[src/rtl/core/mlh_pkg.sv]
// Shared constants, codes and types for the monotone line hull query block.
package mlh_pkg;

   // Hull store geometry
   localparam int MAX_LINES = 1024;
   localparam int ADDR_W    = $clog2(MAX_LINES);
   localparam int COUNT_W   = ADDR_W + 1;

   // Queue between front and back
   localparam int QUEUE_DEPTH = 2;
   localparam int QPTR_W      = (QUEUE_DEPTH > 1) ? $clog2(QUEUE_DEPTH) : 1;
   localparam int QCOUNT_W    = $clog2(QUEUE_DEPTH + 1);

   // Field widths
   localparam int VAL_W      = 32;
   localparam int IDENT_W    = 16;
   localparam int STATUS_W   = 2;
   localparam int OPND_W     = VAL_W + 1;
   localparam int PROD_W     = 2 * OPND_W;
   localparam int REQ_DATA_W = 3 * VAL_W + IDENT_W;
   localparam int RSP_DATA_W = IDENT_W;

   // Request kinds
   localparam logic OP_ADD   = 1'b0;
   localparam logic OP_QUERY = 1'b1;

   // Result status codes
   localparam logic [STATUS_W-1:0] ST_OK     = 2'd0;
   localparam logic [STATUS_W-1:0] ST_FULL   = 2'd1;
   localparam logic [STATUS_W-1:0] ST_EMPTY  = 2'd2;
   localparam logic [STATUS_W-1:0] ST_UNUSED = 2'd3;

   // Classified request as held in the queue
   typedef struct packed {
      logic                     op;
      logic signed [VAL_W-1:0]  operand;    // slope for an add, x for a query
      logic signed [VAL_W-1:0]  intercept;
      logic [IDENT_W-1:0]       ident;
   } item_type;

   // One stored hull line
   typedef struct packed {
      logic signed [VAL_W-1:0]  slope;
      logic signed [VAL_W-1:0]  intercept;
      logic [IDENT_W-1:0]       ident;
   } line_type;

endpackage

[src/rtl/core/mlh_front.sv]
// Front end: takes request beats, classifies them and hands them to the queue.
module mlh_front
   import mlh_pkg::*;
(
   input  logic                  clock,
   input  logic                  reset,
   input  logic                  req_tvalid,
   output logic                  req_tready,
   input  logic [REQ_DATA_W-1:0] req_tdata,
   input  logic                  req_tuser,
   output logic                  push_valid,
   input  logic                  push_ready,
   output item_type              push_item
);

   logic     valid_ff, valid_in;
   item_type item_ff, item_in;
   logic     accept;

   // Decode the beat: the operand carries slope or x depending on the kind
   always_comb begin
      item_in.op        = req_tuser;
      item_in.operand   = (req_tuser == OP_QUERY) ? req_tdata[REQ_DATA_W-1 -: VAL_W]
                                                  : req_tdata[VAL_W-1:0];
      item_in.intercept = req_tdata[2*VAL_W-1:VAL_W];
      item_in.ident     = req_tdata[2*VAL_W+IDENT_W-1:2*VAL_W];
   end

   assign req_tready = !valid_ff || push_ready;
   assign accept     = req_tvalid && req_tready;

   // Holding stage ahead of the queue
   always_comb begin
      valid_in = valid_ff;
      if (accept) begin
         valid_in = 1'b1;
      end else if (push_ready) begin
         valid_in = 1'b0;
      end
   end

   always_ff @(posedge clock) begin
      if (reset) begin
         valid_ff <= 1'b0;
      end else begin
         valid_ff <= valid_in;
      end
   end

   always_ff @(posedge clock) begin
      if (accept) begin
         item_ff <= item_in;
      end
   end

   assign push_valid = valid_ff;
   assign push_item  = item_ff;

endmodule

[config.mk]
export PLATFORM = sky130hd
export DESIGN_NAME = mlh_front
export DESIGN_NICKNAME = d
export VERILOG_FILES = /design/src/rtl/core/mlh_pkg.sv /design/src/rtl/core/mlh_front.sv
export SDC_FILE = /design/constraint.sdc
export NUM_CORES = 1
export LEC_CHECK = 0
export BUFFER_PORTS_ARGS = -buffer_cell sky130_fd_sc_hd__buf_2
export CORE_UTILIZATION = 45
export CTS_CLUSTER_SIZE = 12
export DETAILED_ROUTE_END_ITERATION = 10
export PLACE_DENSITY = 0.94
export SETUP_SLACK_MARGIN = 0.1
export SLEW_MARGIN = 20
export SYNTH_ARGS = -nofsm -noshare
export SYNTH_HDL_FRONTEND = slang
export SYNTH_SLANG_ARGS = --single-unit
[constraint.sdc]
create_clock -name clock -period 6.05 [get_ports clock]
set_input_delay 0.605 -clock clock [delete_from_list [all_inputs] [get_ports clock]]
set_output_delay 0.605 -clock clock [all_outputs]
set_load 0.05 [all_outputs]
Yosys cells after proc, flatten, opt, wreduce, memory -nomap -nowiden
Cells that the tools add are included.
{"block": "totals", "input_bits": 117, "wordCells": 12, "regBits": 82, "output_inout_bits": 83}
{"block": "op_classes", "n_reduce_logical": 4, "mux": 3}
{"cell": "$mux 32", "count": 1}
{"cell": "$mux 1", "count": 2}
{"cell": "$reduce_bool 2->1", "count": 1}
{"cell": "$logic_and 1x1->1", "count": 1}
{"cell": "$logic_not 1->1", "count": 1}
{"cell": "$logic_or 1x1->1", "count": 1}

Logic depth before layout (Yosys ltp)
Gate-level depths: netlist (run 1).
{"block": "logic_depth", "word_depth": 4, "mapped_depth": 3, "ltp_nobuf": 2}

Worst setup path before layout (run 1)
OpenSTA, ideal clock, no wires.
{"block": "synth_timing", "path_type": "input-to-reg", "from": "input port push_ready", "to": "register item_ff, in the netlist push_item[0] (enable)", "path_buffers": 0, "setup_slack_ns": 2.567, "setup_time_ns": 0.448, "t_arrival_ns": 3.035, "cell_stages": 2, "cell_sequence": "nand2b_1 -> and2_1"}
{"block": "synth_via", "elab_chain_cells": 2}
{"element": "start, declared", "line": "mlh_front.sv:12", "text": "input logic push_ready,"}
{"element": "$logic_or 1x1->1", "line": "mlh_front.sv:29", "text": "assign req_tready = !valid_ff || push_ready;"}
{"element": "$logic_and 1x1->1", "line": "mlh_front.sv:30", "text": "assign accept = req_tvalid && req_tready;"}
{"element": "named net accept", "line": "mlh_front.sv:18", "text": "logic accept;"}
{"element": "end signal, assigned", "line": "mlh_front.sv:52", "text": "item_ff <= item_in;"}
{"element": "end, declared", "line": "mlh_front.sv:17", "text": "item_type item_ff, item_in;"}
The timed path passes the listed nets, and every way through them passes these cells.
A chain may end at the register's enable or synchronous reset.

Worst setup path after layout (run 1)
{"block": "layout_timing", "from": "input port push_ready", "to": "register item_ff, in the netlist push_item[71] (enable)"}
Same word-level chain as after synthesis.

==> run metrics, run 1 <==
status finished with violations; failing checks DRC; CTS tree yes; Final Cycle Share 0.284; Compound-Gate Fraction of Synth Area 0.00166; Syn. warnings 0; number of buffers added to fix hold violations after cts 0; syn avg cell area around 25 um^2; WP data arrival 1.68 ns; filler instances 449; CTS root buf clkbuf_8; setup slack after layout 4.33 ns; drt initial violations 99; xor and xnor area share after synthesis 0; Die Y 83.9 um; Routed WL around 6300 um; Post-DP HPWL between 4000 and 5000 um; Synth Area in Simple Gates 0.00415; Setup Fix Bufs, Post-CTS 0; maxcap violations 0; TritonRoute pass-1 iters 7; vias in the first global route 1994; Req. time, crit path around 6.0 ns; Hold WC Path Type in -> reg; Synth Area in Adders 0; Mapped Area 0.00302 mm^2; IO buf count 199; most frequent cells in the layout buf_2 (199), edfxtp_1 (81), mux2_4 (30); worst vdd ir 0.000180 V; Crit Path Class in -> reg; Syn Inst Count roughly 120; antenna-violating nets left 0; area occupied by multi-input gates 493 um^2; pre-CTS setup slack 3.96 ns; mux contribution to synthesized area 0.157; clk slew on worst S/H paths 0.09 ns; crit path time final 1.72 ns; H-tree Lvls 3; Core Region 0.00642 mm^2; row count 29; Final nets ~450; diode count 0; Lkg Pwr 1.96 nW; RSZ-0062 raised after global routing no; vias approximately 1900; crit path max fanout 81; Fin Setup TNS 0 ns; Routability Congestion between 0.7 and 0.8; Num Clock Sinks 82; Sequential Area 0.00245 mm^2; register bit total from synthesis 82; Die Width between 80 and 90 um; Clock Skew 0.0136 ns; Max Fclk 0.582 GHz; Cell variety after synth 10; most common cell after layout, fill and taps aside buf_2; vias per cell 4.64; Final setup viols 0; CTS resizes 0; residual DRC count 24; fraction of layout cells with a size suffix above 1 0.742; actual slew at the worst max-slew pin 0.991 ns; maximum buffer depth of the clock tree 2; fin. max-slew vios 0; Die ar. between 0.007 and 0.008 mm^2; Avg WL per Cell 15.3 um; largest net degree at the start of global routing 82; Syn Nets 239; Initial Util 0.470; Slew HR 0.339; register area share after synthesis 0.813; synthesis-to-finish area growth 42.0%; worst skew pair latency 0.35 ns; Tot GR Track Use 0.182; first-pass GRT wire length about 9400 um; total gr overflow 0; crit end category flop; Hold WS 0.405 ns; Num CTS Buffers 9; Ports 200; main combinational cell family by area after synthesis multiplexers; CP Launch Type primary input; antenna violations before repair 0; Final Hold Viols 0; Cell Pwr Density roughly 320 mW/mm^2
## cells in the mapped netlist, drive strengths merged
cell | instances | share of area
edfxtp | 81 | 0.81
mux2 | 32 | 0.16
buf | 4 | 0.024
a21oi | 1 | 0.0017
and2 | 1 | 0.0021
dfxtp | 1 | 0.0066
inv | 1 | 0.0012
nand2b | 1 | 0.0021
## layer usage
layer	up-vias	track usage	part of all wire
met5	-	0	0
met4	0	0.0846	0.022
met3	14	0.0752	0.11
met2	125	0.323	0.52
met1	873	0.184	0.35
li1	892	-	-
## cell families after synthesis
kind of cell / Yosys count
AO/OA/AOI/OAI: 1
buffers and inverters: 5
flip-flops: 82
multiplexers: 32
AND/OR/NAND/NOR: 2
## area by class of cell
cell class                 count  area share
tap                           77      0.0225
sequential                    82       0.572
multi-input combinational     35       0.115
clock inverter                 6      0.0269
timing repair buffer         199       0.232
clock buffer                  10      0.0298
inverter                       1    0.000876
## state kept, by name (all words and copies together) (netlist names)
signal	cells
push_item	81
push_valid	1
## stage by stage
step	cells	util	total power [mW]	cell area (um^2)
final	410	0.667	1.39	4280
after global routing	410	0.667	1.43	4280
after global placement	394	0.629	0.926	4040
after CTS	410	0.667	1.40	4280
after floorplan	122	-	0.862	3020
after detailed placement	394	0.629	0.933	4040
## critical path: stages
cell and delay (ns):
buf_2 0.08, nand2b_1 0.14, and2_4 0.83
## power breakdown
group,total (mW),switching [mW],internal (mW)
clock network,0.469,0.193,0.276
logic,0.241,0.167,0.0738
registers,0.676,0.00846,0.668
total,1.39,0.369,1.02
## worst paths after layout
| kind | from | end | slack, ns | cells after the start |
|---|---|---|---|---|
| worst max-delay path | push_ready | push_item[71] | 4.33 | 3 |
| worst min-delay path | reset | push_valid | 0.40 | 2 |
| worst max register to register | push_valid | push_item[71] | 4.36 | 2 |
| worst min register to register | push_valid | push_valid | 0.57 | 2 |
(Power assumes the default switching activity.)
==> run 2, diff against run 1 <==
--- a/config.mk
+++ b/config.mk
@@ -5,11 +5,12 @@
 export SDC_FILE = /design/constraint.sdc
 export NUM_CORES = 1
 export LEC_CHECK = 0
+export ABC_AREA = 1
 export BUFFER_PORTS_ARGS = -buffer_cell sky130_fd_sc_hd__buf_2
-export CORE_UTILIZATION = 45
+export CORE_UTILIZATION = 38
 export CTS_CLUSTER_SIZE = 12
 export DETAILED_ROUTE_END_ITERATION = 10
-export PLACE_DENSITY = 0.94
+export PLACE_DENSITY = 0.85
 export SETUP_SLACK_MARGIN = 0.1
 export SLEW_MARGIN = 20
 export SYNTH_ARGS = -nofsm -noshare
==> constraint.sdc (replaced) <==
create_clock -name clock -period 1.45 [get_ports clock]
set_input_delay 0.145 -clock clock [delete_from_list [all_inputs] [get_ports clock]]
set_output_delay 0.145 -clock clock [all_outputs]
set_load 0.05 [all_outputs]
==> run 2 against run 1 <==
The run now ends clean. Total power grew to 3.9 times the previous value. Synthesized cell count increased by 56%. Clock power increased to 3.2 times the previous value. Flip-flop and latch count unchanged. Die area rose by 21%. Hold slack worse by 0.33 ns. Critical path type is now reg -> out. Critical endpoint is now req_tready. Largest power group unchanged.
==> run metrics, run 2 <==
Final Hold Viols 0 (unchanged); synth top area cells edfxtp_1 (79%), o21ai_2 (8.2%), inv_1 (4.1%) (was edfxtp_1 (81%), mux2_4 (15%), buf_12 (2.0%)); crit path max fanout 3 (was 81); most frequent cells in the layout buf_2 (199), edfxtp_1 (81), dlygate4sd3_1 (49) (was buf_2 (199), edfxtp_1 (81), mux2_4 (30)); maxcap violations 0 (unchanged); first-pass GRT wire length 11200 um (was 9360 um); max reg flops 81 (unchanged); Synth Flop Type edfxtp_1 (unchanged); vias per cell 4.39 (was 4.64); Tot GR Track Use 0.178 (was 0.182); H-tree Lvls 3 (unchanged); Clock Skew 0.00942 ns (was 0.0136 ns); antenna violations before repair 0 (unchanged); number of flops mapped to enable cells by yosys 81 (unchanged); setup slack after layout 0.239 ns (was 4.33 ns); Commonest cells post-synth edfxtp_1 (81), inv_1 (34), nand2_1 (31) (was edfxtp_1 (81), mux2_4 (30), buf_12 (3)); CP Launch Type flop (was primary input); vias in the first global route 2399 (was 1994); Req. time, crit path 1.31 ns (was 6.01 ns); Post-DP HPWL 5080 um (was 4830 um); actual slew at the worst max-slew pin 0.368 ns (was 0.991 ns); WP data arrival 1.07 ns (was 1.68 ns); Syn. warnings 0 (unchanged); CTS tree yes (unchanged); maximum buffer depth of the clock tree 2 (unchanged); Routed WL 7380 um (was 6260 um); RSZ-0062 raised after global routing no (unchanged); sequential share of power 0.518 (was 0.488); row count 32 (was 29); Hold WC Path Type in -> reg (unchanged); synthesis-to-finish area growth 57.8% (was 42.0%); status finished clean (was finished with violations); Setup Fix Bufs, Post-CTS 0 (unchanged); fraction of layout cells with a size suffix above 1 0.560 (was 0.742); cell accounting for the most synthesized area edfxtp_1 (unchanged); Gate power share 0.211 (was 0.174); syn avg cell area 16.2 um^2 (was 24.7 um^2); total gr overflow 0 (unchanged); clk slew on worst S/H paths 0.09 ns (about the same); IO buf count 199 (unchanged); Design Area, Final 0.00487 mm^2 (was 0.00428 mm^2); Initial Util 0.395 (was 0.470); Syn Nets 307 (was 239); Avg WL per Cell 13.3 um (was 15.3 um); Num CTS Buffers 9 (unchanged); CTS root buf clkbuf_8 (unchanged); fin. max-slew vios 0 (unchanged); Final setup viols 0 (unchanged); Num Clock Sinks 82 (unchanged); Final nets 564 (was 445); drt initial violations 47 (was 99); register area share after synthesis 0.794 (was 0.813); Cell Pwr Density 1120 mW/mm^2 (was 324 mW/mm^2); Clock Power Share 0.271 (was 0.338); Design Power 5.45 mW (was 1.39 mW); Crit Path Class reg -> out (was in -> reg); number of buffers added to fix hold violations after cts 49 (was 0); pre-CTS setup slack 0.322 ns (was 3.96 ns); Hold WS 0.0737 ns (was 0.405 ns); vias 2439 (was 1904); antenna-violating nets left 0 (unchanged); Die ar. 0.00849 mm^2 (was 0.00704 mm^2); Die Y 92.1 um (was 83.9 um); Final Cycle Share 0.835; Finished Layout Cells 555 (was 410); Max Fclk a little over 0.8 GHz; critical path, cell by cell nand2_1 > buf_2 (was buf_2 > nand2b_1 > and2_4); Cell variety after synth 11 (was 10); placed cell areas 0.00420 mm^2 (was 0.00404 mm^2); TritonRoute pass-1 iters 4 (was 7); CTS resizes 0 (unchanged); crit end category output port (was flop); Mapped Area 0.00309 mm^2 (was 0.00302 mm^2); Synth top area share 0.788 (was 0.806); worst skew pair latency 0.34 ns (was 0.35 ns); slowest stage cell, crit path dfxtp_4 (was and2_4); Die Width 92.1 um (was 83.9 um); Slew HR 0.754 (was 0.339); Routability Congestion 0.708 (was 0.752); asr flop ratio synth 0 (unchanged); Ports 200 (unchanged); most common cell in the synthesized netlist edfxtp_1 (unchanged); crit path time final 1.21 ns; most common cell after layout, fill and taps aside buf_2 (unchanged); Syn Inst Count 190 (was 122); worst vdd ir 0.000453 V (was 0.000180 V); Internal 3.79 mW (was 1.02 mW); residual DRC count 0 (was 24); Core Region 0.00781 mm^2 (was 0.00642 mm^2); Switching Fraction 0.305 (was 0.266); Lkg Pwr 2.26 nW (was 1.96 nW); register bit total from synthesis 82 (unchanged); largest net degree at the start of global routing 45 (was 82); CP max stage delay 0.36 ns (was 0.83 ns); sw power 1.66 mW (was 369 uW); placed cells 489 (was 394)
## run 2: stage by stage
stage	TNS, ns	utilization
final	0	0.624
after global routing	0	0.624
after CTS	0	0.624
after detailed placement	0	0.538
after global placement	0	0.538
after floorplan	-62.33	-
## run 2: per-layer routing
| layer | GRT usage | routed length (um) | up-vias |
|---|---|---|---|
| li1 | - | - | 1181 |
| met1 | 0.197 | 2810 | 1092 |
| met2 | 0.306 | 3740 | 151 |
| met3 | 0.0589 | 661 | 15 |
| met4 | 0.0885 | 165 | 0 |
| met5 | 0 | 0 | - |
## run 2: cells by family after synthesis
| kind of cell | Yosys count | synth area share |
|---|---|---|
| flip-flops | 82 | 0.794 |
| AO/OA/AOI/OAI | 34 | 0.0904 |
| AND/OR/NAND/NOR | 33 | 0.0417 |
| buffers and inverters | 41 | 0.0734 |
## run 2: worst paths after layout
check	start	to	slack [ns]	cells after the start
worst min-delay path	req_tdata[108]	push_item[76]	0.07	3
worst max-delay path	push_valid	req_tready	0.24	2
worst min register to register	push_valid	push_valid	0.56	2
worst max register to register	push_valid	push_item[71]	0.30	2
## run 2: critical path: cells and delay by family, from the launching register on
kind                   cells  cell delay, ns
buffers and inverters      1            0.27
flip-flops                 1            0.36
AND/OR/NAND/NOR            1            0.09
## run 2: area by class of cell
| cell class | count | area [um^2] |
|---|---|---|
| clock inverter | 7 | 52.6 |
| timing repair buffer | 253 | 1560 |
| fill | 615 | 2940 |
| sequential | 82 | 2460 |
| inverter | 34 | 128 |
| tap | 102 | 128 |
| clock buffer | 9 | 124 |
| antenna | 1 | 2.50 |
| multi-input combinational | 67 | 419 |
## run 2: power groups by stage
| stage | sequential (mW) | combinational (mW) | clock, mW |
|---|---|---|---|
| finish | 2.83 | 1.15 | 1.48 |
| global route | 2.84 | 1.21 | 1.65 |
| CTS | 2.82 | 1.15 | 1.55 |
| detailed placement | 2.88 | 1.05 | 0 |
| global placement | 2.87 | 1.03 | 0 |
| floorplan | 3.40 | 0.200 | 0 |
