## src/rtl/core/mlh_pkg.sv

```systemverilog
// Shared constants, codes and types for the monotone line hull query block.
package mlh_pkg;

   // Hull store geometry
   localparam int MAX_LINES = 1024;
   localparam int ADDR_W    = $clog2(MAX_LINES);
   localparam int COUNT_W   = ADDR_W + 1;

   // Queue between front and back
   localparam int QUEUE_DEPTH = 2;
   localparam int QPTR_W      = (QUEUE_DEPTH > 1) ? $clog2(QUEUE_DEPTH) : 1;
   localparam int QCOUNT_W    = $clog2(QUEUE_DEPTH + 1);

   // Field widths
   localparam int VAL_W      = 32;
   localparam int IDENT_W    = 16;
   localparam int STATUS_W   = 2;
   localparam int OPND_W     = VAL_W + 1;
   localparam int PROD_W     = 2 * OPND_W;
   localparam int REQ_DATA_W = 3 * VAL_W + IDENT_W;
   localparam int RSP_DATA_W = IDENT_W;

   // Request kinds
   localparam logic OP_ADD   = 1'b0;
   localparam logic OP_QUERY = 1'b1;

   // Result status codes
   localparam logic [STATUS_W-1:0] ST_OK     = 2'd0;
   localparam logic [STATUS_W-1:0] ST_FULL   = 2'd1;
   localparam logic [STATUS_W-1:0] ST_EMPTY  = 2'd2;
   localparam logic [STATUS_W-1:0] ST_UNUSED = 2'd3;

   // Classified request as held in the queue
   typedef struct packed {
      logic                     op;
      logic signed [VAL_W-1:0]  operand;    // slope for an add, x for a query
      logic signed [VAL_W-1:0]  intercept;
      logic [IDENT_W-1:0]       ident;
   } item_type;

   // One stored hull line
   typedef struct packed {
      logic signed [VAL_W-1:0]  slope;
      logic signed [VAL_W-1:0]  intercept;
      logic [IDENT_W-1:0]       ident;
   } line_type;

endpackage

```

## src/rtl/core/mlh_queue.sv

```systemverilog
// Short queue of classified requests between the front and the back end.
module mlh_queue
   import mlh_pkg::*;
(
   input  logic     clock,
   input  logic     reset,
   input  logic     in_valid,
   output logic     in_ready,
   input  item_type in_item,
   output logic     out_valid,
   input  logic     out_ready,
   output item_type out_item
);

   item_type              entry_ff [QUEUE_DEPTH];
   logic [QPTR_W-1:0]     wr_ptr_ff, wr_ptr_in;
   logic [QPTR_W-1:0]     rd_ptr_ff, rd_ptr_in;
   logic [QCOUNT_W-1:0]   count_ff, count_in;
   logic                  push, pop;

   assign in_ready  = (count_ff != QCOUNT_W'(QUEUE_DEPTH));
   assign out_valid = (count_ff != '0);
   assign out_item  = entry_ff[rd_ptr_ff];
   assign push      = in_valid && in_ready;
   assign pop       = out_valid && out_ready;

   // Pointer and occupancy update
   always_comb begin
      wr_ptr_in = wr_ptr_ff;
      rd_ptr_in = rd_ptr_ff;
      count_in  = count_ff;
      if (push) begin
         wr_ptr_in = (wr_ptr_ff == QPTR_W'(QUEUE_DEPTH - 1)) ? '0 : wr_ptr_ff + QPTR_W'(1);
      end
      if (pop) begin
         rd_ptr_in = (rd_ptr_ff == QPTR_W'(QUEUE_DEPTH - 1)) ? '0 : rd_ptr_ff + QPTR_W'(1);
      end
      if (push && !pop) begin
         count_in = count_ff + QCOUNT_W'(1);
      end else if (pop && !push) begin
         count_in = count_ff - QCOUNT_W'(1);
      end
   end

   always_ff @(posedge clock) begin
      if (reset) begin
         wr_ptr_ff <= '0;
         rd_ptr_ff <= '0;
         count_ff  <= '0;
      end else begin
         wr_ptr_ff <= wr_ptr_in;
         rd_ptr_ff <= rd_ptr_in;
         count_ff  <= count_in;
      end
   end

   always_ff @(posedge clock) begin
      if (push) begin
         entry_ff[wr_ptr_ff] <= in_item;
      end
   end

endmodule

```

## config.mk

```make
export PLATFORM = sky130hd
export DESIGN_NAME = mlh_queue
export DESIGN_NICKNAME = d
export VERILOG_FILES = /design/src/rtl/core/mlh_pkg.sv /design/src/rtl/core/mlh_queue.sv
export SDC_FILE = /design/constraint.sdc
export NUM_CORES = 1
export LEC_CHECK = 0
export ABC_AREA = 1
export BUFFER_PORTS_ARGS = -buffer_cell sky130_fd_sc_hd__buf_2
export CORE_UTILIZATION = 48
export CTS_BUF_LIST = sky130_fd_sc_hd__clkbuf_4
export DETAILED_ROUTE_END_ITERATION = 10
export PLACE_DENSITY = 0.74
export SLEW_MARGIN = 5
export SYNTH_ARGS = -nofsm -noshare
export SYNTH_HDL_FRONTEND = slang
export SYNTH_SLANG_ARGS = --single-unit
export TNS_END_PERCENT = 1
```

## constraint.sdc

```tcl
create_clock -name clock -period 6.7 [get_ports clock]
set_clock_uncertainty 0.1 [all_clocks]
set_input_delay 2.01 -clock clock [delete_from_list [all_inputs] [get_ports clock]]
set_output_delay 2.01 -clock clock [all_outputs]
set_load 0.01 [all_outputs]
```

# Word-level counts from Yosys, hierarchy flattened
# Memories as Yosys holds them, arrays and structs flattened. A register that Yosys moved wholly into a read port is not among the register bits.
# Cells that the tools add are included.
# totals
register_bits,4
mem_bits_rw,162
output_inout_bits,83
mem_count,1
# memory_table
name,words,word_bits,read_ports,rd_ports_with_merged_regs,wr,line,text
entry_ff,2,81,1,1,1,mlh_queue.sv:15,item_type entry_ff [QUEUE_DEPTH];
# classes
addsub,4
eq_ne,1
muxes,8
n_reduce_logical,8
# ops
op,n
two-way mux 1 bit,6
logical AND 1 bit,4
two-way mux 2 bit,2
nonzero test 2 bit,2
adder 1 bit (second input constant),2
adder 2 x 1 -> 2 bit (second input constant),1
zero test 1 bit,2
inequality test 2 bit (second input constant),1
subtractor 2 x 1 -> 2 bit (second input constant),1

# Logic depth before layout (Yosys ltp)
# Gate-level depths: netlist of the first run.
# logic_depth
depth_word,6
depth_mapped,11

# Worst setup path after synthesis of the first run
# OpenSTA, ideal clock, no wires.
# synth_timing
path_type,input port to flip-flop
startpoint,in in_valid
endpoint,"mem entry_ff[0][0] in the netlist's numbering, enable pin"
setup_ns,0.521
arrival_ns,5.480
setup_slack_ns,0.600
stages,2
path_buffers,0
cell_sequence,nand2_1 -> nor2_1
# synth_via
elab_chain_len,3
# synth_rtl
item,line,text
from (decl),mlh_queue.sv:7,"input logic in_valid,"
logical AND 1 bit,mlh_queue.sv:24,assign push = in_valid && in_ready;
two-way mux 1 bit,mlh_queue.sv:58,if (push) begin
two-way mux 1 bit (not written as such),mlh_queue.sv:59,entry_ff[wr_ptr_ff] <= in_item;
to (decl),mlh_queue.sv:15,
# Every way passes these cells.

==> results of run 1 <==
[power groups by stage]
stage,sequential [mW],combinational (mW),clock [mW]
floorplan,1.39,0.549,0
global placement,1.43,0.671,0
detailed placement,1.44,0.686,0
CTS,1.41,0.688,0.569
global route,1.43,0.726,0.610
finish,1.41,0.678,0.545
[stage by stage]
stage	total power, mW	utilization (%)
after floorplan	1.94	-
after global placement	2.10	56.3
after detailed placement	2.12	56.3
after CTS	2.67	58.4
after global routing	2.76	58.4
final	2.63	58.4
[synth_stat cells (all sizes together)]
cell	count
ha	1
a21oi	2
nand2	9
buf	9
nor2	7
nand3	2
edfxtp	162
dfxtp	5
nand4	1
o21ai	2
mux2	81
inv	8
[worst min path at each step]
stage / start / to / cells after the start / slack [ps]
finish: rd_ptr_ff$_SDFFE_PP0P_ / flip-flop / 2 / 420
global route: rd_ptr_ff$_SDFFE_PP0P_ / flip-flop / 2 / 460
CTS: rd_ptr_ff$_SDFFE_PP0P_ / flip-flop / 2 / 430
detailed placement: rd_ptr_ff$_SDFFE_PP0P_ / flip-flop / 2 / 400
global placement: rd_ptr_ff$_SDFFE_PP0P_ / rd_ptr_ff$_SDFFE_PP0P_ / 2 / 380
floorplan: rd_ptr_ff$_SDFFE_PP0P_ / flip-flop / 2 / 360
[flip-flops by register name, indices dropped and copies added, names as in the netlist, named ones only]
signal and count:
wr_ptr_ff 1, rd_ptr_ff 1, entry_ff 162, count_ff 2
[layer usage]
| layer | global-route usage (%) | wire (um) |
|---|---|---|
| met5 | 0 | 0 |
| met4 | 7.93 | 156 |
| met3 | 5.79 | 715 |
| met2 | 25.1 | 5060 |
| met1 | 18.6 | 4490 |
[worst max-delay path: stages (launching register included)]
cell,delay (ps)
dfxtp_4,1110
buf_4,540
mux2_4,340
buf_2,140
[cells by family after synthesis]
kind of cell | Yosys count | share of synthesized area [%]
flops | 167 | 76.5
compound gates | 4 | 0.309
buf+inv | 17 | 3.11
fa+ha+maj | 1 | 0.193
mux | 81 | 18.7
simple gates | 19 | 1.18
[cell type report]
cell class	count	area (um2)	area share, %
Tap cell	176	220	2.86
Sequential cell	167	4970	64.5
Inverter	8	30.0	0.390
Multi-Input combinational cell	105	1340	17.4
Clock inverter	14	135	1.76
Clock buffer	18	135	1.76
Timing Repair Buffer	172	873	11.3
==> flow_summary.yaml, run 1 <==
synthesis:
  syn-cell-area_um2: 6490
  synth_top_area_share_pct: 75.0
  syn_nets: 375
  syn_inst: 289
  ys_ff_latch: 167
  syn_area_per_cell_um2: 22.4
  synthDistinctLibCells: 14
  yosysWarnings: 0
  synth_area_leaders: "edfxtp_1, mux2_4, buf_12"
  synth-seq-area-share_pct: 76.5
  yosys.area.top_type: "edfxtp_1"
power_and_ir_drop:
  internal_power_mw: 1.90
  swShare_pct: 27.7
  power_density_nw_per_um2: 342
  p_switching_mw: 0.728
  ir_worst_vdd_v: 0.000170
  combPwrFrac_pct: 25.8
  power.share.clock_pct: 20.7
  p_seq_share_pct: 53.5
  power_leakage_nw: 3.05
setup_path:
  timing.rr.start: "count_ff[0]$_SDFFE_PP0P_"
  required_ps: 4590
  crit_type: "flip-flop to primary output"
  end_kind: "primary output"
  crit_fanout: 59
  worstRegToRegCells: 5
  rrSetupSlack_ps: 4440
  cp-start-kind: "flip-flop"
  critPathArrivalTime_ps: 2700
  crit-reg2reg-capture: "entry_ff[0][29]$_DFFE_PP_"
  setup.worst_path.end: "out_item[29]"
timing:
  finalSetupViolations: 0
  tightestPinTransition_ps: 1120
  tns_ps: 0
  timing.fmax_mhz: 208
  period_share_pct: 71.7
  finalMaxSlewViolations: 0
  hold_viol_final: 0
  rsz0062_at_grt: "false"
  slew_headroom_pct: 25.4
  timing.final.ws_setup_ps: 1890
  holdWs_ps: 418
  period_needed_ps: 4810
drt:
  drt-total-wl_um: 10400
  routedWlPerCell_um: 15.8
  drt_iter0_markers: 141
  drtPass1Iterations: 4
  routed-via-count: 3132
  drc: 0
  ant_nets: 0
  viasPerCell: 4.75
floorplanning:
  die_y_um: 118
  rows: 42
  start_util_pct: 49.2
  io_pins: 168
  core_area_um2: 13200
  dieArea_um2: 14000
  die_x_um: 118
clocking:
  cts_buffer_depth: 2
  ctsResizeCount: 0
  root_buffer: "clkbuf_4"
  clkSlewWorstSetupHoldPaths_ps: 120
  cts.htree.levels: 4
  cts_buffers: 17
  tritoncts: "done"
  cts_sinks: 167
  ctsHoldBuffers: 0
  clock_latency_ps: 540
  cts_setup_buffers: 0
placed_design:
  pre_cts_ws_ps: 2420
  dp_cells: 628
  hpwl_um: 6920
  port_buffers: 167
  placed_area_um2: 7430
  place.gp.congestion: 0.667
global_routing:
  grt_pass1_wl_um: 15900
  antenna_found_initial: 0
  grt.overflow.total: 0
  grt_max_degree: 60
  grt_use_total_pct: 15.7
  grt_pass1_vias: 3191
finish:
  nets: 557
  diodes: 0
  instances_no_fill: 660
  drive_above_1_share_pct: 59.1
  final_cell_mix: "buf_2, edfxtp_1, mux2_4"
  layout.cells.most_common: "buf_2"
  final.fill_count: 1024
  synthToLayoutAreaGrowth_pct: 18.7
  design_area_um2: 7700
hold_path:
  worst_hold_path_type: "flip-flop to flip-flop"
outcome:
  status: "finished, final reports clean"
job:
  cap_violations: 0
(Power assumes the default switching activity.)
==> run 2: changes to the inputs <==
==> constraint.sdc (replaced) <==
create_clock -name clock -period 4.5 [get_ports clock]
set_clock_uncertainty 0.1 [all_clocks]
set_input_delay 1.35 -clock clock [delete_from_list [all_inputs] [get_ports clock]]
set_output_delay 1.35 -clock clock [all_outputs]
set_load 0.01 [all_outputs]
==> run 2 against run 1 <==
Effect of this change:
- final cell count is 0.15% higher
- sequential share of layout area shrank 0.71 points
- utilization up 0.65 points
- die area unchanged
- sequential power is 46% higher
- critical path depth is the same
- total power rose by 53%
- combinational power rose by 55%
- flip-flop and latch count unchanged
- routed wire length shrank 0.68%
- first-iteration DRC count up 63%
- critical endpoint is now out_item[19]
- largest power group unchanged
==> flow_summary.yaml, run 2 (synthesis gave the netlist of run 1 again) <==
outcome:
  status: "finished, final reports clean"
placed_design:
  hpwl_um: 6900
  placed_area_um2: 7470
  port_buffers: 167
  dp_cells: 629
  place.gp.congestion: 0.700
drt:
  viasPerCell: 4.77
  drtPass1Iterations: 4
  ant_nets: 0
  drt-total-wl_um: 10300
  routed-via-count: 3154
  routedWlPerCell_um: 15.7
  drc: 0
  drt_iter0_markers: 230
finish:
  design_area_um2: 7780
  final_cell_mix: "buf_2, edfxtp_1, mux2_4"
  synthToLayoutAreaGrowth_pct: 20.0
  final.fill_count: 983
  layout.cells.most_common: "buf_2"
  largest_reg_flops: 162
  nets: 558
  diodes: 0
  multi_input_area_um2: 1340
  top_register: "entry_ff"
  reg_top3: "entry_ff x162, count_ff x2"
  finalCoreUtilization_pct: 59.0
  instances_no_fill: 661
  ff_latch_area_um2: 4970
  drive_above_1_share_pct: 59.0
floorplanning:
  io_pins: 168
  dieArea_um2: 14000
  start_util_pct: 49.2
  die_y_um: 118
  rows: 42
  core_area_um2: 13200
  die_x_um: 118
global_routing:
  grt_max_degree: 41
  grt_use_total_pct: 15.6
  grt_pass1_vias: 3297
  grt.overflow.total: 0
  antenna_found_initial: 1
  grt_pass1_wl_um: 16100
clocking:
  cts_setup_buffers: 0
  root_buffer: "clkbuf_4"
  tritoncts: "done"
  cts_buffers: 17
  clkSlewWorstSetupHoldPaths_ps: 120
  cts.htree.levels: 4
  ctsResizeCount: 0
  cts_sinks: 167
  clock_latency_ps: 520
  ctsHoldBuffers: 0
  cts_buffer_depth: 2
timing:
  finalMaxSlewViolations: 0
  tightestPinTransition_ps: 645
  finalSetupViolations: 0
  hold_viol_final: 0
  tns_ps: 0
  period_share_pct: 81.2
  rsz0062_at_grt: "false"
  slew_headroom_pct: 57.0
  period_needed_ps: 3650
  timing.fmax_mhz: 274
job:
  cap_violations: 0
setup_path:
  timing.rr.start: "count_ff[0]$_SDFFE_PP0P_"
  crit_fanout: 33
  crit_type: "flip-flop to primary output"
  end_kind: "primary output"
  required_ps: 3050
  worstRegToRegCells: 5
  cp-start-kind: "flip-flop"
  crit-reg2reg-capture: "entry_ff[1][11]$_DFFE_PP_"
  rrSetupSlack_ps: 2450
  critPathArrivalTime_ps: 2200
hold_path:
  worstHoldStart: "rd_ptr_ff$_SDFFE_PP0P_"
  holdPathStages: 2
  min_to: "rd_ptr_ff$_SDFFE_PP0P_"
  worst_hold_path_type: "flip-flop to flip-flop"
power_and_ir_drop:
  power_density_nw_per_um2: 517
  power_leakage_nw: 3.10
  ir_worst_vdd_v: 0.000346
  p_total_mw: 4.02
## run 2: critical path, cell delays in order, from the launching register on
cell and delay [ps]:
dfxtp_4 790, buf_4 410, mux2_4 330, buf_2 140
## run 2: final cells by class
cell class	count	area share, %
clock buffer	17	1.64
inverter	8	0.386
clock inverter	15	2.35
timing repair buffer	173	11.8
tap	176	2.83
sequential	167	63.8
multi-input combinational	105	17.2
## run 2: metal layers
metal | track usage, % | vias up | part of all wire, % | routed length, um
li1 | - | 1491 | - | -
met1 | 18.3 | 1531 | 41 | 4270
met2 | 25.4 | 115 | 49 | 5120
met3 | 5.98 | 15 | 7.5 | 778
met4 | 6.97 | 2 | 1.7 | 171
met5 | 0 | - | 0.13 | 13
## run 2: worst max-delay path by stage
stage               slack, ps                       end  cells past startpoint  startpoint
floorplan                -940  entry_ff[0][0]$_DFFE_PP_                      2    in_valid
global placement         1390              out_item[52]                      3   flip-flop
finish                    850              out_item[19]                      3   flip-flop
global route              700              out_item[15]                      3   flip-flop
detailed placement       1370              out_item[19]                      3   flip-flop
CTS                       740              out_item[19]                      3   flip-flop
## run 2: where the power goes
group | total, mW | switching [mW] | internal, mW | leakage, nW
Combinational | 1.05 | 0.502 | 0.553 | 1.37
Sequential | 2.06 | 0.101 | 1.96 | 1.55
Clock | 0.905 | 0.471 | 0.434 | 0.172
## run 2: stage by stage
step                worst slack (ps)  hold slack, ps
CTS                              738             426
global route                     705             476
floorplan                       -940             365
finish                           846             419
global placement                1390             388
detailed placement              1370             398
==> run 3: changes to the inputs <==
--- a/config.mk
+++ b/config.mk
@@ -10,7 +10,7 @@
 export CORE_UTILIZATION = 48
 export CTS_BUF_LIST = sky130_fd_sc_hd__clkbuf_4
 export DETAILED_ROUTE_END_ITERATION = 10
-export PLACE_DENSITY = 0.74
+export PLACE_DENSITY = 0.76
 export SLEW_MARGIN = 5
 export SYNTH_ARGS = -nofsm -noshare
 export SYNTH_HDL_FRONTEND = slang
==> constraint.sdc (replaced) <==
create_clock -name clock -period 3 [get_ports clock]
set_clock_uncertainty 0.1 [all_clocks]
set_input_delay 0.9 -clock clock [delete_from_list [all_inputs] [get_ports clock]]
set_output_delay 0.9 -clock clock [all_outputs]
set_load 0.01 [all_outputs]
==> run 3 against run 2 <==
Effect of this change:
- combinational power rose by 56%
- first-iteration DRC count fell by 20%
- final area did not move
- critical path depth did not move
- setup slack got worse by 620 ps
- sequential power rose by 47%
- hold slack improved by 2.2 ps
- critical path type unchanged
- largest power group unchanged
==> flow_summary.yaml, run 3 (synthesis gave the netlist of run 1 again) <==
timing:
  holdWs_ps: 421
  period_share_pct: 92.4
  timing.fmax_mhz: 361
  tightestPinTransition_ps: 461
  timing.final.ws_setup_ps: 227
  period_needed_ps: 2770
  tns_ps: 0
  finalMaxSlewViolations: 0
  finalSetupViolations: 0
  slew_headroom_pct: 69.3
  hold_viol_final: 0
  rsz0062_at_grt: "false"
power_and_ir_drop:
  combPwrFrac_pct: 27.0
  ir_worst_vdd_v: 0.000381
  power_density_nw_per_um2: 781
  power_leakage_nw: 3.08
  swShare_pct: 26.9
  p_switching_mw: 1.63
  power.share.clock_pct: 23.1
  internal_power_mw: 4.45
  p_seq_share_pct: 49.8
drt:
  drc: 0
  ant_nets: 0
  viasPerCell: 4.80
  routedWlPerCell_um: 16.0
  drtPass1Iterations: 4
  routed-via-count: 3163
  drt-total-wl_um: 10600
  drt_iter0_markers: 183
finish:
  finalCoreUtilization_pct: 59.0
  largest_reg_flops: 162
  multi_input_area_um2: 1340
  ff_latch_area_um2: 4970
  drive_above_1_share_pct: 59.0
  synthToLayoutAreaGrowth_pct: 20.0
  diodes: 0
  nets: 556
  layout.cells.most_common: "buf_2"
  instances_no_fill: 659
  final.fill_count: 1027
  top_register: "entry_ff"
  reg_top3: "entry_ff x162, count_ff x2"
  final_cell_mix: "buf_2, edfxtp_1, mux2_4"
clocking:
  cts_sinks: 167
  cts_buffer_depth: 2
  cts.htree.levels: 4
  clock_latency_ps: 520
  clkSlewWorstSetupHoldPaths_ps: 120
  ctsHoldBuffers: 0
  root_buffer: "clkbuf_4"
  cts_buffers: 17
  tritoncts: "done"
floorplanning:
  start_util_pct: 49.2
  core_area_um2: 13200
  die_y_um: 118
  dieArea_um2: 14000
  rows: 42
  die_x_um: 118
  io_pins: 168
setup_path:
  crit_fanout: 51
  crit_type: "flip-flop to primary output"
  rrSetupSlack_ps: 1290
  cp-start-kind: "flip-flop"
  worstRegToRegCells: 5
  end_kind: "primary output"
  crit-reg2reg-capture: "entry_ff[0][31]$_DFFE_PP_"
  timing.rr.start: "count_ff[0]$_SDFFE_PP0P_"
  required_ps: 2000
  critPathArrivalTime_ps: 1770
global_routing:
  grt_use_total_pct: 15.9
  grt_pass1_wl_um: 16400
  grt_max_degree: 82
  antenna_found_initial: 0
  grt.overflow.total: 0
  grt_pass1_vias: 3269
placed_design:
  pre_cts_ws_ps: 665
  dp_cells: 627
  hpwl_um: 6780
  port_buffers: 167
  place.gp.congestion: 0.687
hold_path:
  worst_hold_path_type: "flip-flop to flip-flop"
  holdPathStages: 2
  worstHoldStart: "rd_ptr_ff$_SDFFE_PP0P_"
  min_to: "rd_ptr_ff$_SDFFE_PP0P_"
outcome:
  status: "finished, final reports clean"
job:
  cap_violations: 0
==> run 3: cell types whose count changed in the layout (fill, tap and decap cells not counted) <==
cell / change
clkinv_1: -1
buf_4: -3
buf_6: +1
clkinv_2: -3
clkinvlp_4: +2
clkbuf_4: +2
==> run 3: power groups by stage <==
stage               clock (mW)  combinational, mW  sequential [mW]
floorplan                    0               1.23             3.08
global placement             0               1.64             3.07
detailed placement           0               1.67             3.09
CTS                       1.46               1.68             3.03
global route              1.54               1.77             3.06
finish                    1.41               1.64             3.03
==> run 3: worst max path at each step <==
stage	endpoint	start	cells past startpoint	slack [ps]
5_1_grt	out_item[51]	flip-flop	3	120
6_report	out_item[70]	flip-flop	3	230
2_1_floorplan	entry_ff[0][0]$_DFFE_PP_	in_valid	2	-640
3_5_place_dp	out_item[64]	flip-flop	3	670
4_1_cts	out_item[62]	flip-flop	3	30
3_3_place_gp	out_item[64]	flip-flop	3	690
==> run 3: per-stage QoR <==
stage	total power, mW	area, um2
floorplan	4.31	6490
global placement	4.71	7460
detailed placement	4.76	7460
CTS	6.17	7780
global route	6.37	7780
finish	6.08	7780
==> run 3: per-layer routing <==
layer,share of wire [%],global-route usage (%),wire length [um],vias up
met3,7.2,6.13,766,14
met2,51,26.9,5430,115
met4,1.6,7.29,170,0
met1,40,17.6,4200,1547
li1,-,-,-,1487
met5,0,0,0,-
==> run 3: cell type report <==
| type | count | share of cell area [%] |
|---|---|---|
| clock inverters | 13 | 2.30 |
| repair buffers | 171 | 11.7 |
| flip-flops and latches | 167 | 63.8 |
| clock buffers | 19 | 1.83 |
| well taps | 176 | 2.83 |
| multi-input cells | 105 | 17.2 |
| inverters | 8 | 0.386 |
==> run 3: timing repair <==
| item | CTS | global route |
|---|---|---|
| setup endpoints to repair | 0 | 30 |
| buffers inserted | 0 | 0 |
| endpoints found under the hold margin | 0 | 0 |
| gates resized for setup | 0 | 1 |
==> run 3: worst max-delay path, stage by stage, from the launching register on <==
cell and delay (ps):
dfxtp_4 380, buf_12 320, mux2_4 340, buf_2 150
